--- src/rtl/mf5_pkg.sv ---
// Package for the streaming 5x5 median filter: shared constants, register
// codes and the result tag type. No dependencies.
package mf5_pkg;

   // Defaults for the top-level parameters
   localparam int MAX_WIDTH_DEF     = 1024;
   localparam int WINDOW_RADIUS_DEF = 2;
   localparam int MAX_CHANNELS_DEF  = 3;

   // Fixed field widths
   localparam int PIX_W      = 8;
   localparam int NUM_FIELDS = 3;
   localparam int WORD_W     = PIX_W * NUM_FIELDS;
   localparam int ROW_W      = 12;
   localparam int COL_OUT_W  = 10;
   localparam int IMG_W_W    = 11;
   localparam int IMG_H_W    = 13;
   localparam int CHAN_W     = 2;
   localparam int ROW_LIMIT  = 4096;

   // Register map
   localparam int CSR_ADDR_W = 4;
   localparam int CSR_DATA_W = 32;
   localparam logic [1:0] REG_WIDTH    = 2'd0;
   localparam logic [1:0] REG_HEIGHT   = 2'd1;
   localparam logic [1:0] REG_CHANNELS = 2'd2;

   localparam logic [IMG_W_W-1:0] WIDTH_RESET    = 11'd640;
   localparam logic [IMG_H_W-1:0] HEIGHT_RESET   = 13'd480;
   localparam logic [CHAN_W-1:0]  CHANNELS_RESET = 2'd3;

   // Tag that travels with each result
   typedef struct packed {
      logic                 last;
      logic [ROW_W-1:0]     row;
      logic [COL_OUT_W-1:0] col;
   } meta_type;

endpackage

--- src/rtl/mf5_lane.sv ---
// One channel lane: rank each window value by compare matrix and pick
// the middle one. Depends on mf5_pkg.
module mf5_lane
   import mf5_pkg::*;
#(
   parameter int WIN_AREA = 25
) (
   input  logic                           clock,
   input  logic                           reset,
   input  logic                           enable,
   input  logic                           in_valid,
   input  logic [WIN_AREA-1:0][PIX_W-1:0] in_vals,
   output logic                           out_valid,
   output logic [PIX_W-1:0]               out_median
);

   localparam int MID    = WIN_AREA / 2;
   localparam int RANK_W = $clog2(WIN_AREA);

   logic                           a_valid_ff, b_valid_ff;
   logic [WIN_AREA-1:0][PIX_W-1:0] a_vals_ff, b_vals_ff;
   logic [WIN_AREA-1:0][WIN_AREA-1:0] a_cmp_in, a_cmp_ff;
   logic [WIN_AREA-1:0]            b_sel_in, b_sel_ff;
   logic [RANK_W-1:0]              rank [WIN_AREA];

   // Compare every pair, ties broken by position
   always_comb begin
      for (int i = 0; i < WIN_AREA; i++) begin
         for (int j = 0; j < WIN_AREA; j++) begin
            a_cmp_in[i][j] = (in_vals[j] < in_vals[i]) ||
                             ((in_vals[j] == in_vals[i]) && (j < i));
         end
      end
   end

   // Rank is the number of values ordered ahead
   always_comb begin
      for (int i = 0; i < WIN_AREA; i++) begin
         rank[i] = '0;
         for (int j = 0; j < WIN_AREA; j++) begin
            rank[i] = rank[i] + RANK_W'(a_cmp_ff[i][j]);
         end
         b_sel_in[i] = (rank[i] == RANK_W'(MID));
      end
   end

   always_ff @(posedge clock) begin
      if (reset) begin
         a_valid_ff <= 1'b0;
         b_valid_ff <= 1'b0;
      end else if (enable) begin
         a_valid_ff <= in_valid;
         b_valid_ff <= a_valid_ff;
      end
   end

   always_ff @(posedge clock) begin
      if (enable) begin
         a_vals_ff <= in_vals;
         a_cmp_ff  <= a_cmp_in;
         b_vals_ff <= a_vals_ff;
         b_sel_ff  <= b_sel_in;
      end
   end

   // Select the value of middle rank
   always_comb begin
      out_median = '0;
      for (int i = 0; i < WIN_AREA; i++) begin
         out_median = out_median | (b_vals_ff[i] & {PIX_W{b_sel_ff[i]}});
      end
   end

   assign out_valid = b_valid_ff;

`ifndef SYNTHESIS
   // Ranks form a permutation, so exactly one value is the median
   a_single_median: assert property (@(posedge clock) disable iff (reset)
      b_valid_ff |-> $onehot(b_sel_ff))
      else $error("median select is not one-hot");
`endif

endmodule

--- config.mk ---
export PLATFORM = sky130hd
export DESIGN_NAME = mf5_lane
export DESIGN_NICKNAME = d
export VERILOG_FILES = /design/src/rtl/mf5_pkg.sv /design/src/rtl/mf5_lane.sv
export SDC_FILE = /design/constraint.sdc
export NUM_CORES = 2
export LEC_CHECK = 0
export ABC_AREA = 0
export BUFFER_PORTS_ARGS = -buffer_cell sky130_fd_sc_hd__buf_2
export CORE_ASPECT_RATIO = 1.1
export CORE_MARGIN = 2
export CORE_UTILIZATION = 30
export CTS_CLUSTER_DIAMETER = 200
export DETAILED_ROUTE_END_ITERATION = 12
export PLACE_DENSITY = 0.47
export SYNTH_ARGS = -nofsm -noshare
export SYNTH_HDL_FRONTEND = slang
export SYNTH_SLANG_ARGS = --single-unit
--- constraint.sdc ---
create_clock -name clock -period 5.2 [get_ports clock]
set_clock_uncertainty 0.05 [all_clocks]
set_input_delay 1.04 -clock clock [delete_from_list [all_inputs] [get_ports clock]]
set_output_delay 1.04 -clock clock [all_outputs]
set_load 0.01 [all_outputs]
==> results.py <==
metrics = {
    "power": {
        "pwr-share-comb_pct": 56.8,
        "leakage_nw": 50.94,
        "intPower_mw": 27.10,
        "swShare_pct": 44.44,
        "p_per_area_nw_per_um2": 416.5,
        "p_clk_share_pct": 19.6,
        "pwr-share-seq_pct": 23.6,
        "power_switching_mw": 21.67,
        "ir_drop_mv": 0.3442,
    },
    "clocking": {
        "cts_made_buffers": 121,
        "cts_resized": 0,
        "cts_max_level": 3,
        "cts_tree": "done",
        "clk_pin_slew_ns": 0.07,
        "clk_path_buf_depth": 3,
        "cts.sinks": 1027,
        "root_buffer": "clkbuf_16",
        "hold_buffers": 0,
        "post_cts_buffers": 0,
        "clkLatencyLatePin_ns": 0.84,
    },
    "global_route": {
        "grt_usage_pct": 29.88,
        "grt_pass1_vias": 86386,
        "grt_pass1_wl_mm": 706.8,
        "antenna_found_initial": 94,
        "grt_max_degree": 130,
        "grt_remaining_overflow": 0,
    },
    "routing": {
        "totalWireLength_mm": 530.9,
        "num_vias": 90198,
        "postRouteAntennaNets": 0,
        "wl_per_cell_um": 34.93,
        "drt_iter0_drc": 10141,
        "via_per_inst": 5.935,
        "dr.pass1.iters": 8,
        "drc_errors": 0,
    },
    "sta": {
        "fin_crit_sh_pct": 95.25,
        "tns_ns": 0,
        "fmax_mhz": 201.9,
        "rsz0062_at_grt": "no",
        "fin_crit_ns": 4.953,
        "drv_slew": 0,
        "hold_violations": 0,
        "worst_pin_slew_ns": 1.428,
        "relSlewSlack_pct": 4.787,
        "setup_violations": 0,
    },
    "final_layout": {
        "final_area_um2": 117100,
        "area_growth_pct": 14.87,
        "nets": 13750,
        "num-fill-cells": 33622,
        "drive_gt1_share_pct": 9.466,
    },
    "worst_setup_path": {
        "arrival_ns": 5.49,
        "path_max_fanout": 3,
        "endpoint_kind": "flip-flop",
        "cp-start-kind": "flip-flop",
        "worstPathRequired_ns": 5.74,
        "critPathKind": "reg -> reg",
    },
    "place": {
        "portBuffers": 212,
        "placed_area_um2": 112700,
        "gp_congestion": 0.9810,
        "hpwl_mm": 408.4,
    },
    "floorplanning": {
        "ioPinCount": 213,
        "start_util_pct": 30.13,
        "rows": 224,
        "die-height_um": 615.4,
        "dieWidth_um": 559.8,
        "coreArea_um2": 338300,
        "die_area_um2": 344500,
    },
    "synthesis": {
        "asyncSetResetFlopFracSynth_pct": 0,
        "synth_edf_count": 1025,
        "ys_ff_latch": 1027,
        "synth.yosys.seq_area_share_pct": 30.23,
        "syn_avg_cell_area_um2": 10.49,
        "yosys_most_used_dff": "edfxtp_1",
        "syn_area_um2": 101900,
        "synth_warnings": 0,
        "synth.distinct_cells": 40,
        "synth_cells": 9718,
    },
    "status": {
        "outcome": "complete, no violations",
    },
    "worst_hold_path": {
        "hold_path.class": "in -> reg",
    },
    "flow_run": {
        "max_cap_viol_count": 0,
    },
}
[per-layer routing]
layer	up-vias	track usage (%)	part of all wire (%)
li1	38695	-	-
met1	45044	36.18	38
met2	4924	45.60	43
met3	1491	5.391	8.3
met4	44	26.09	10
met5	-	0.2778	0.075
[power groups by stage]
stage / Clock, mW / Sequential [mW] / Combinational (mW)
floorplan: 0 / 10.8 / 18.7
finish: 9.54 / 11.5 / 27.7
detailed placement: 0 / 11.6 / 27.3
global route: 9.87 / 11.5 / 31.2
global placement: 0 / 11.6 / 25.9
CTS: 9.62 / 11.5 / 27.4
[stage by stage]
step                setup slack [ns]  util, %  instances  hold WS, ns  total power [mW]
CTS                           0.3177    34.58      15146       0.2882             48.55
floorplan                     0.8098        -       9719       0.3503             29.56
global route                  0.1293    34.59      15163       0.3257             52.62
finish                        0.2469    34.62      15198       0.3354             48.77
global placement              0.3638    33.31      14918       0.3504             37.51
detailed placement            0.3069    33.31      14918       0.3545             38.90
[cell type report]
type / count / area, µm² / share of cell area [%]
well taps: 4520 / 5655 / 4.830
diodes: 51 / 127.6 / 0.1090
clock buffers: 128 / 3075 / 2.626
multi-input cells: 7536 / 66880 / 57.11
flip-flops and latches: 1027 / 30820 / 26.32
clock inverters: 100 / 1200 / 1.025
repair buffers: 705 / 5097 / 4.353
inverters: 1131 / 4245 / 3.625
[critical path: stages, from the launching register on]
cell and delay (ns):
edfxtp_1 0.40, fa_1 0.81, fa_1 0.53, fa_1 0.52, fa_1 0.54, inv_1 0.05
fa_1 0.43, inv_1 0.07, ha_1 0.16, inv_1 0.07, fa_1 0.41, and2_1 0.19
o21ai_0 0.15, o21ai_0 0.11, o211a_1 0.22
[worst paths after layout]
check,depth (start not counted),endpoint,startpoint,slack (ns)
setup / recovery,14,b_sel_ff[20]$_DFFE_PP_,a_cmp_ff[507]$_DFFE_PP_,0.25
hold reg to reg,0,b_vals_ff[18]$_DFFE_PP_,a_vals_ff[18]$_DFFE_PP_,0.36
hold / removal,2,a_valid_ff$_SDFFE_PP0P_,reset,0.34
setup reg to reg,14,b_sel_ff[20]$_DFFE_PP_,a_cmp_ff[507]$_DFFE_PP_,0.25
[state kept, by name, summed over array words and instances (netlist names)]
name and flops:
out_valid 1, a_valid_ff 1, a_vals_ff 200, a_cmp_ff 600, b_vals_ff 200, b_sel_ff 25
[synthesized netlist by cell type, types with 8 or more instances]
master,count,area share (%)
o31a_1,275,2.4
inv_1,1131,4.2
nor2_1,331,1.2
o21ai_0,603,3.0
a222oi_1,8,0.079
fa_1,428,8.4
o21a_1,276,2.0
nor3_1,30,0.15
o211ai_2,25,0.31
nand4_1,616,3.8
and2_1,17,0.10
or4_1,26,0.19
edfxtp_1,1025,30
o211a_1,17,0.17
a21boi_0,25,0.18
nor2b_4,25,0.34
nand2_1,571,2.1
a221oi_1,16,0.14
nor3b_1,17,0.13
a22o_1,16,0.14
a22oi_1,56,0.41
clkbuf_1,22,0.081
ha_1,2596,32
o31ai_1,276,2.0
a21oi_1,1212,6.0
xnor2_1,12,0.10
nand3_1,34,0.17
[placed cells by master (no fill, tap or decap), types with 16 or more instances in the layout]
cell / synthesis / final
buf_4: 0 / 467
nor2b_4: 25 / 25
or4_1: 26 / 26
ha_1: 2596 / 2596
buf_12: 0 / 26
nor3b_1: 17 / 17
a22oi_1: 56 / 56
o21ai_0: 603 / 603
inv_1: 1131 / 1100
o31ai_1: 276 / 257
bufinv_16: 0 / 19
o211ai_2: 25 / 25
buf_2: 0 / 211
nor3_1: 30 / 30
a21boi_0: 25 / 25
o211a_1: 17 / 17
a22o_1: 16 / 16
o31a_1: 275 / 275
clkbuf_16: 0 / 122
and2_1: 17 / 17
o21a_1: 276 / 276
a221oi_1: 16 / 16
fa_1: 428 / 428
nand2_1: 571 / 571
o31ai_2: 0 / 19
nand3_1: 34 / 34
a21oi_1: 1212 / 1212
nand4_1: 616 / 616
nor2_1: 331 / 331
diode_2: 0 / 51
clkinvlp_4: 0 / 16
clkinv_2: 0 / 21
clkinv_1: 0 / 22
edfxtp_1: 1025 / 1025
inv_2: 0 / 27
[kinds of logic after synthesis]
kind of cell,after synthesis,share of synthesized area (%)
fa+ha+maj,3024,40.27
compound gates,2818,16.85
simple gates,1677,8.257
buf+inv,1156,4.257
flops,1027,30.23
xor+xnor,12,0.1031
other cells,2,0.007367
mux,2,0.01964
(Power assumes the default switching activity.)
